$ cat config.mk
export PLATFORM = sky130hd
export DESIGN_NAME = typed_frame_receiver_core
export DESIGN_NICKNAME = d
export VERILOG_FILES = /design/src/hw/rtl/tfr_pkg.sv /design/src/hw/rtl/typed_frame_receiver_core.sv /design/src/hw/rtl/tfr_parser.sv
export SDC_FILE = /design/constraint.sdc
export NUM_CORES = 1
export LEC_CHECK = 0
export BUFFER_PORTS_ARGS = -buffer_cell sky130_fd_sc_hd__clkbuf_2
export CORE_UTILIZATION = 25
export CTS_CLUSTER_SIZE = 30
export DETAILED_ROUTE_END_ITERATION = 10
export MAX_ROUTING_LAYER = met4
export PLACE_DENSITY = 0.4
export SETUP_SLACK_MARGIN = 0.05
export SLEW_MARGIN = 5
export SYNTH_ARGS = -nofsm -noshare
export SYNTH_HDL_FRONTEND = slang
export SYNTH_SLANG_ARGS = --single-unit
export TNS_END_PERCENT = 50
$ cat constraint.sdc
create_clock -name i_clk -period 6.58 [get_ports i_clk]
set_clock_uncertainty 0.15 [all_clocks]
set_input_delay 0.658 -clock i_clk [delete_from_list [all_inputs] [get_ports i_clk]]
set_output_delay 0.658 -clock i_clk [all_outputs]
set_load 0.01 [all_outputs]
$ cat src/hw/rtl/tfr_pkg.sv
package tfr_pkg;

    localparam logic [7:0] MAGIC_FIRST  = 8'h43;
    localparam logic [7:0] MAGIC_SECOND = 8'h42;

    localparam int unsigned HDR_LAST_IDX = 7;
    localparam int unsigned LEN_FIRST_IDX = 4;

    typedef enum logic [2:0] {
        KIND_HEADER        = 3'd0,
        KIND_PAYLOAD       = 3'd1,
        KIND_BAD_MAGIC     = 3'd2,
        KIND_BAD_LENGTH    = 3'd3,
        KIND_TYPE_MISMATCH = 3'd4,
        KIND_ACCEPTED      = 3'd5
    } t_kind;

    typedef enum logic {
        CFG_EXPECTED_TYPE = 1'b0,
        CFG_MAX_LENGTH    = 1'b1
    } t_cfg_index;

    typedef struct packed {
        t_kind              kind;
        logic [7:0]         payload_byte;
        logic [7:0]         frame_type;
        logic signed [31:0] frame_length;
        logic               last;
    } t_result;

endpackage

$ cat src/hw/rtl/typed_frame_receiver_core.sv
// Channel   Dir  Handshake                          Item
// s_axis    in   i_s_axis_tvalid / o_s_axis_tready  one received byte
// m_axis    out  o_m_axis_tvalid / i_m_axis_tready  kind, payload byte, type, length, last
// cfg       in   i_cfg_we (no wait)                 register index and value
//
// One item per cycle while the output is not stalled; each result appears in the cycle after its byte is taken,
// held in the single result register behind the header parser.
// Reset is synchronous on i_rst_n; all parser state and the result valid clear.
// A held result blocks the input only while i_m_axis_tready is low.
module typed_frame_receiver_core (
    input  logic        i_clk,
    input  logic        i_rst_n,

    input  logic        i_s_axis_tvalid,
    output logic        o_s_axis_tready,
    input  logic [7:0]  i_s_axis_tdata,   // [7:0] rx_byte

    output logic        o_m_axis_tvalid,
    input  logic        i_m_axis_tready,
    output logic [47:0] o_m_axis_tdata,   // [7:0] payload_byte, [15:8] frame_type,
                                          // [47:16] frame_length
    output logic [2:0]  o_m_axis_tuser,   // [2:0] kind
    output logic        o_m_axis_tlast,

    input  logic        i_cfg_we,
    input  logic        i_cfg_index,
    input  logic [30:0] i_cfg_wdata
);
    import tfr_pkg::*;

    logic [7:0]  r_expected_type;
    logic [30:0] r_max_length;
    logic        r_out_valid;
    t_result     r_out;
    t_result     parse_result;
    logic        in_accept;

    assign o_s_axis_tready = !r_out_valid || i_m_axis_tready;
    assign in_accept       = i_s_axis_tvalid && o_s_axis_tready;

    always_ff @(posedge i_clk) begin
        if (!i_rst_n) begin
            r_expected_type <= '0;
            r_max_length    <= '0;
        end else if (i_cfg_we) begin
            case (t_cfg_index'(i_cfg_index))
                CFG_EXPECTED_TYPE: r_expected_type <= i_cfg_wdata[7:0];
                CFG_MAX_LENGTH:    r_max_length    <= i_cfg_wdata;
                default:           r_max_length    <= r_max_length;
            endcase
        end
    end

    tfr_parser u_parser (
        .i_clk           (i_clk),
        .i_rst_n         (i_rst_n),
        .i_accept        (in_accept),
        .i_rx_byte       (i_s_axis_tdata),
        .i_expected_type (r_expected_type),
        .i_max_length    (r_max_length),
        .o_result        (parse_result)
    );

    always_ff @(posedge i_clk) begin
        if (!i_rst_n) begin
            r_out_valid <= 1'b0;
        end else if (o_s_axis_tready) begin
            r_out_valid <= i_s_axis_tvalid;
        end
    end

    always_ff @(posedge i_clk) begin
        if (in_accept) begin
            r_out <= parse_result;
        end
    end

    assign o_m_axis_tvalid = r_out_valid;
    assign o_m_axis_tdata  = {r_out.frame_length, r_out.frame_type, r_out.payload_byte};
    assign o_m_axis_tuser  = r_out.kind;
    assign o_m_axis_tlast  = r_out.last;

    a_last_only_payload: assert property (@(posedge i_clk) disable iff (!i_rst_n)
        (r_out_valid && r_out.last) |-> (r_out.kind == KIND_PAYLOAD))
        else $error("last set on a non-payload item");

    a_length_only_on_check: assert property (@(posedge i_clk) disable iff (!i_rst_n)
        (r_out_valid && (r_out.frame_length != 32'sd0))
        |-> ((r_out.kind == KIND_BAD_LENGTH) || (r_out.kind == KIND_ACCEPTED)))
        else $error("frame length reported outside a length check");

    a_ready_when_empty: assert property (@(posedge i_clk) disable iff (!i_rst_n)
        !r_out_valid |-> o_s_axis_tready)
        else $error("input stalled with an empty result register");

    a_stall_holds: assert property (@(posedge i_clk) disable iff (!i_rst_n)
        (r_out_valid && !i_m_axis_tready) |=> (r_out_valid && $stable(r_out)))
        else $error("held result changed while stalled");

endmodule

$ cat src/hw/rtl/tfr_parser.sv
module tfr_parser (
    input  logic             i_clk,
    input  logic             i_rst_n,
    input  logic             i_accept,
    input  logic [7:0]       i_rx_byte,
    input  logic [7:0]       i_expected_type,
    input  logic [30:0]      i_max_length,
    output tfr_pkg::t_result o_result
);
    import tfr_pkg::*;

    logic [2:0]  r_header_count, n_header_count;
    logic        r_in_payload, n_in_payload;
    logic [1:0]  r_magic_ok, n_magic_ok;
    logic [7:0]  r_held_type, n_held_type;
    logic [23:0] r_length_accum, n_length_accum;
    logic [30:0] r_bytes_left, n_bytes_left;

    logic [31:0] full_len;
    logic        len_negative;
    logic [31:0] clamped_len;

    assign full_len     = {i_rx_byte, r_length_accum};
    assign len_negative = full_len[31];
    assign clamped_len  = (!len_negative && (full_len[30:0] > i_max_length))
                          ? {1'b0, i_max_length} : full_len;

    always_comb begin
        n_header_count = r_header_count;
        n_in_payload   = r_in_payload;
        n_magic_ok     = r_magic_ok;
        n_held_type    = r_held_type;
        n_length_accum = r_length_accum;
        n_bytes_left   = r_bytes_left;

        o_result.kind         = KIND_HEADER;
        o_result.payload_byte = '0;
        o_result.frame_type   = '0;
        o_result.frame_length = '0;
        o_result.last         = 1'b0;

        if (r_in_payload) begin
            o_result.kind         = KIND_PAYLOAD;
            o_result.payload_byte = i_rx_byte;
            if (r_bytes_left <= 31'd1) begin
                o_result.last = 1'b1;
                n_bytes_left  = '0;
                n_in_payload  = 1'b0;
            end else begin
                n_bytes_left = r_bytes_left - 31'd1;
            end
        end else begin
            case (r_header_count)
                3'd0: begin
                    n_magic_ok = {1'b0, i_rx_byte == MAGIC_FIRST};
                end
                3'd1: begin
                    n_magic_ok = {i_rx_byte == MAGIC_SECOND, r_magic_ok[0]};
                end
                3'd2: begin
                    n_held_type = i_rx_byte;
                end
                default: begin
                    if (r_header_count >= 3'(LEN_FIRST_IDX)) begin
                        n_length_accum = {i_rx_byte, r_length_accum[23:8]};
                    end
                end
            endcase

            if (r_header_count != 3'(HDR_LAST_IDX)) begin
                n_header_count = r_header_count + 3'd1;
            end else begin
                n_header_count      = '0;
                o_result.frame_type = r_held_type;
                if (r_magic_ok != 2'b11) begin
                    o_result.kind = KIND_BAD_MAGIC;
                end else if (r_held_type != i_expected_type) begin
                    o_result.kind = KIND_TYPE_MISMATCH;
                end else begin
                    o_result.frame_length = clamped_len;
                    if (len_negative || (clamped_len == 32'd0)) begin
                        o_result.kind = KIND_BAD_LENGTH;
                    end else begin
                        o_result.kind = KIND_ACCEPTED;
                        n_bytes_left  = clamped_len[30:0];
                        n_in_payload  = 1'b1;
                    end
                end
            end
        end
    end

    always_ff @(posedge i_clk) begin
        if (!i_rst_n) begin
            r_header_count <= '0;
            r_in_payload   <= 1'b0;
            r_magic_ok     <= '0;
            r_held_type    <= '0;
            r_length_accum <= '0;
            r_bytes_left   <= '0;
        end else if (i_accept) begin
            r_header_count <= n_header_count;
            r_in_payload   <= n_in_payload;
            r_magic_ok     <= n_magic_ok;
            r_held_type    <= n_held_type;
            r_length_accum <= n_length_accum;
            r_bytes_left   <= n_bytes_left;
        end
    end

endmodule
# --- Word-level counts from Yosys, hierarchy flattened ---
# Index checks and enable logic that the tools add are counted.
classes:
  muxes: 20
  addsub: 2
  n_bitwise: 4
  n_reduce_logical: 21
  magnitude_cmp: 3
  eq_ne: 11
ops:
  columns: ["op", "n"]
  rows:
  - ["31-bit 2-to-1 mux", 6]
  - ["32-bit logical NOT", 1]
  - ["32-bit 2-to-1 mux", 1]
  - ["31-bit greater-than comparator", 1]
  - ["31-bit by 1-bit <= comparator with 1-bit output (second input constant)", 1]
  - ["31-bit by 1-bit subtractor with 31-bit output (second input constant)", 1]
  - ["8-bit by 7-bit == test with 1-bit output (second input constant)", 2]
  - ["3-bit 2-to-1 mux", 3]
  - ["1-bit 2-to-1 mux", 8]
  - ["2-bit by 1-bit inequality test with 1-bit output (second input constant)", 4]
  - ["8-bit inequality test", 1]
  - ["4-bit AND reduction", 2]
  - ["2-bit AND reduction", 3]
  - ["3-bit AND reduction", 2]
  - ["3-bit OR reduction", 2]
  - ["5-bit AND reduction", 1]
  - ["1-bit inverter", 4]
  - ["2-bit one-hot mux with 2 select lines", 1]
  - ["4-bit OR reduction", 1]
  - ["3-bit by 1-bit adder with 3-bit output (second input constant)", 1]
  - ["3-bit by 1-bit == test with 1-bit output (second input constant)", 1]
  - ["3-bit by 2-bit == test with 1-bit output (second input constant)", 1]
  - ["3-bit >= comparator (second input constant)", 1]
  - ["3-bit logical NOT", 1]
  - ["other kinds (8)", 11]
word_totals:
  in_bits: 45
  register_bits: 161

# --- Longest topological paths before layout ---
logic_depth:
  depth_word: 10
  ltp_mapped: 12
  ltp_nobuf: 10

# --- By module ---
# From an unflattened synthesis, not the netlist that was laid out.
unflattened:
  hier_cells: 931
  hier_area_um2: 8375.5
by_module_without_submodules:
  columns: ["module", "n_inst", "cells_per_inst", "area_each_um2", "seq_area_each_um2"]
  rows:
  - ["tfr_parser", 1, 706, 5262.5, 1381.3]
  - ["typed_frame_receiver_core", 1, 225, 3113.0, 2362.3]

# --- Worst setup path after synthesis ---
# No wires, ideal clock.
synth_timing:
  path_type: "input port to flip-flop"
  start: "input i_m_axis_tready"
  end: "register u_parser.r_magic_ok[1]"
  slack_ns: 3.098
  setup_time_ns: 0.132
  arrival_ns: 3.200
  cell_stages: 9
  path_buffers: 1
  cell_sequence: "nand2b_1 -> nand2_1 -> inv_1 -> nand2_1 -> nor2_1 -> clkbuf_1 -> o21ai_0 -> nand2_1 -> a21oi_1"
synth_via:
  elab_chain_cells: 3
synth_rtl:
  columns: ["item", "line", "rtl"]
  rows:
  - ["from (decl)", "typed_frame_receiver_core.sv:19", "input logic i_m_axis_tready,"]
  - ["1-bit logical OR", "typed_frame_receiver_core.sv:38", "assign o_s_axis_tready = !r_out_valid || i_m_axis_tready;"]
  - ["1-bit logical AND", "typed_frame_receiver_core.sv:39", "assign in_accept = i_s_axis_tvalid && o_s_axis_tready;"]
  - ["via in_accept", "typed_frame_receiver_core.sv:36", "logic in_accept;"]
  - ["3-bit AND reduction (no source line)", null, null]
  - ["to (signal assigned)", "tfr_parser.sv:104", "r_magic_ok <= n_magic_ok;"]
  - ["to (decl)", "tfr_parser.sv:14", "logic [1:0] r_magic_ok, n_magic_ok;"]
# The timed path passes the listed nets, and every way through them passes these cells.
# A chain may end at the register's enable or synchronous reset.

# --- Worst setup path after layout ---
layout_timing:
  start: "register r_max_length[22]"
  end: "register u_parser.r_bytes_left[5]"
layout_via:
  elab_chain_cells: 8
  word_cells_on_any_way: 12
layout_rtl:
  columns: ["item", "line", "rtl"]
  rows:
  - ["from (decl)", "typed_frame_receiver_core.sv:32", "logic [30:0] r_max_length;"]
  - ["from (signal assigned)", "typed_frame_receiver_core.sv:48", "CFG_MAX_LENGTH: r_max_length <= i_cfg_wdata;"]
  - ["from (signal assigned)", "typed_frame_receiver_core.sv:49", "default: r_max_length <= r_max_length;"]
  - ["31-bit greater-than comparator", "tfr_parser.sv:25", "assign clamped_len = (!len_negative && (full_len[30:0] > i_max_length))"]
  - ["1-bit logical AND", "tfr_parser.sv:25", null]
  - ["32-bit 2-to-1 mux *", "tfr_parser.sv:26", "? {1'b0, i_max_length} : full_len;"]
  - ["parallel branches: the longest is 5 deep, another holds 32-bit logical NOT", null, null]
  - ["to (signal assigned)", "tfr_parser.sv:107", "r_bytes_left <= n_bytes_left;"]
  - ["to (decl)", "tfr_parser.sv:17", "logic [30:0] r_bytes_left, n_bytes_left;"]
# Every way passes the cells marked *. The select of a mux whose other input is x is not followed.

==> results.sh <==
export IMPL_cp_cell_sequence="inv_1 -> ha_1 -> nand4_1 -> nor3_1 -> a31o_2 -> a21oi_1 -> nor3_2 -> a2bb2oi_4 -> buf_4 -> a21oi_1 -> o32ai_1"
export IMPL_die_w_um=183
export IMPL_portBuffers=98
export IMPL_crit_slowest_cell="a2bb2oi_4"
export IMPL_clockBufferDepth=2
export IMPL_setup_slack_ns=2.81
export IMPL_die_y_um=183
export IMPL_cts_buffers=17
export IMPL_fin_util_pct=30.0
export IMPL_netSwitchingFraction_pct=26.7
export IMPL_synthSimpleGateAreaFrac_pct=20.7
export IMPL_num_vias=6804
export IMPL_cp_common_cell="a21oi_1"
export IMPL_crit_arrival_ns=3.96
export IMPL_ys_seq_area_share_pct=45.5
export IMPL_synthCells=917
export IMPL_synth_edf_count=52
export IMPL_cts_hold_repair_buffers=0
export IMPL_yosys_area_top_type="dfxtp_1"
export IMPL_r2r_start="r_max_length[22]"
export IMPL_drt_iter0_markers=434
export IMPL_critical_path_class="register to register"
export IMPL_ys_ff_latch=161
export IMPL_start_util_pct=25.3
export IMPL_synth_area_mm2=0.00823
export IMPL_wl_per_cell_um=18.6
export IMPL_place_congestion=0.840
export IMPL_clkSinkCount=161
export IMPL_cts_setup_buffers=0
export IMPL_synth_most_common_cell="nand2_1"
export IMPL_combPwrFrac_pct=8.5
export IMPL_final_setup_tns_ns=0
export IMPL_p_int_mw=1.70
export IMPL_clkPwrFrac_pct=45.3
export IMPL_period_needed_ns=3.77
export IMPL_synth_xor_area_share_pct=0.852
export IMPL_synthAdderAreaFrac_pct=5.78
export IMPL_nets=1075
export IMPL_synth_common_cells="166 x nand2_1, 116 x a21oi_1, 109 x dfxtp_1"
export IMPL_clock_latency_ns=0.44
export IMPL_core_area_mm2=0.0325
export IMPL_synth_compound_area_share_pct=17.9
export IMPL_drcViolationCount=0
export IMPL_p_seq_share_pct=46.2
export IMPL_min_path_type="input pin to register"
export IMPL_via_per_inst=4.70
export IMPL_synth_top_family_by_area="simple AND/OR/NAND/NOR gates"
export IMPL_synth_top_cell_area_share_pct=26.5
export IMPL_p_leak_nw=3.67
export IMPL_synth_nets=1000
export IMPL_pre_cts_ws_ns=2.66
export IMPL_grt_pass1_wl_um=40800
export IMPL_clk_pin_slew_ns=0.08
export IMPL_critPathMaxFanout=30
export IMPL_multi_input_area_mm2=0.00408
export IMPL_post_cts_resized=0
export IMPL_dr_pass1_iters=5
export IMPL_rsz0062_at_grt="no"
export IMPL_max_cap_viol_count=0
export IMPL_ant_nets=0
export IMPL_worst_slew_pin_slew_ns=1.01
export IMPL_cts_tree="built"
export IMPL_status="finished, final reports clean"
export IMPL_syn_to_final_growth_pct=18.3
export IMPL_yosys_warnings=0
export IMPL_syn_avg_cell_area_um2=8.97
export IMPL_grtUsageTotal_pct=16.8
export IMPL_crit_path_end_kind="register"
export IMPL_required_ns=6.76
export IMPL_cp_start_kind="register"
export IMPL_cts_root_buf="clkbuf_16"
export IMPL_synth_area_top_cells="dfxtp_1 27%, edfxtp_1 19%, nand2_1 7.6%, a21oi_1 7.1%, ha_1 5.8%"
export IMPL_async_flop_share_pct=0
export IMPL_dpl_hpwl_um=19600
export IMPL_synth_cell_types=62
export IMPL_antenna_found_initial=0
export IMPL_htree_levels=4
export IMPL_ir_worst_vdd_v=0.000188
export IMPL_fmax_mhz=265
export IMPL_die_area_mm2=0.0336
export IMPL_drv_slew=0
export IMPL_startpoint="r_max_length[22]"
export IMPL_wirelength_um=26900
export IMPL_grt_pass1_vias=6566
export IMPL_fillCellCount=3489
export IMPL_io_pins=99
export IMPL_min_delay_start="i_cfg_wdata[25]"
export IMPL_hold_violations=0
export IMPL_antennaDiodeCount=0
export IMPL_rows=66
export IMPL_grt_max_degree=54
export IMPL_slowest_delay_ns=0.74
export IMPL_drive_gt1_share_pct=17.4
export IMPL_final_period_utilization_pct=57.3
export IMPL_finalSetupViolCount=0
export IMPL_seq_area_mm2=0.00374
export IMPL_relSlewSlack_pct=32.6
export IMPL_pwr_density_cell_mw_per_mm2=239
export IMPL_switching_power_uw=620
export IMPL_synthFlopType="dfxtp_1"
export IMPL_synthMuxAreaShare_pct=4.26
export IMPL_gr_total_overflow=0
==> per-stage QoR <==
| step | instances | power [mW] | hold WS (ns) | cell area, um^2 |
|---|---|---|---|---|
| finish | 1447 | 2.32 | 0.282 | 9730 |
| global route | 1447 | 2.41 | 0.284 | 9730 |
| CTS | 1447 | 2.35 | 0.264 | 9730 |
| detailed placement | 1415 | 1.30 | 0.304 | 9120 |
| global placement | 1415 | 1.30 | 0.303 | 9120 |
| floorplan | 917 | 1.21 | 0.283 | 8230 |
==> critical path: cells and delay by family, from the launching register on <==
kind | cells | cell delay [ns]
buffers and inverters | 2 | 0.43
adders and majority gates | 1 | 0.32
AOI/OAI and AO/OA | 5 | 1.29
DFF | 1 | 0.47
and+or+nand+nor | 3 | 0.99
==> cells by family (layout without fill, tap and decap cells) <==
kind of cell               after synthesis  count (layout)
and+or+nand+nor                        359             359
AOI/OAI and AO/OA                      219             219
DFF                                    161             161
buffers and inverters                   97             185
adders and majority gates               38              38
muxes                                   35              35
xor gates and xnor gates                 8               8
==> cells in the final DEF (no fill, tap or decap), types with 9 or more instances in the layout <==
| master | Yosys | layout |
|---|---|---|
| nand2_1 | 166 | 166 |
| a21oi_1 | 116 | 116 |
| dfxtp_1 | 109 | 109 |
| clkbuf_2 | 0 | 98 |
| nor2_1 | 66 | 66 |
| edfxtp_1 | 52 | 52 |
| inv_1 | 44 | 42 |
| ha_1 | 38 | 38 |
| mux2i_1 | 35 | 35 |
| and2_1 | 19 | 19 |
| nor3_1 | 19 | 19 |
| nand3_1 | 19 | 19 |
| clkbuf_16 | 0 | 19 |
| nor4_1 | 17 | 17 |
| o211ai_2 | 13 | 13 |
| nand4_1 | 12 | 12 |
| o31ai_1 | 12 | 12 |
| buf_4 | 2 | 11 |
| o22a_1 | 10 | 10 |
| o21ai_0 | 9 | 9 |
==> final timing paths <==
check / endpoint / slack [ns] / depth (start not counted)
setup reg to reg: u_parser.r_bytes_left[5] / 2.81 / 11
setup / recovery: u_parser.r_bytes_left[5] / 2.81 / 11
hold reg to reg: u_parser.r_magic_ok[1] / 0.32 / 2
hold / removal: r_max_length[25] / 0.28 / 3
==> flip-flops by register name, indices dropped and copies added (netlist names), 3 cells and up <==
register	count
o_m_axis_tdata	48
r_max_length	31
u_parser.r_bytes_left	31
u_parser.r_length_accum	24
r_expected_type	8
u_parser.r_held_type	8
o_m_axis_tuser	3
u_parser.r_header_count	3
==> layer usage <==
| layer | global-route usage [%] | share of wire (%) | vias up |
|---|---|---|---|
| met2 | 26.2 | 47 | 114 |
| li1 | - | - | 3416 |
| met1 | 22.8 | 50 | 3256 |
| met3 | 2.18 | 2.7 | 18 |
| met4 | 4.37 | 1.2 | 0 |
| met5 | - | 0 | - |
==> area by class of cell <==
cell class                 instances  share of cell area [%]
multi-input combinational        659                    42.0
sequential                       161                    38.5
timing repair buffer             109                    5.89
tap                              442                    5.69
clock buffer                      19                    4.89
inverter                          44                    1.71
clock inverter                    13                    1.35
==> power by group through the flow <==
stage,sequential [mW],combinational [mW],clock (mW)
global route,1.08,0.217,1.12
floorplan,1.10,0.115,0
detailed placement,1.10,0.200,0
finish,1.07,0.197,1.05
global placement,1.10,0.199,0
CTS,1.07,0.200,1.08
Power figures use the tool's default switching activity.
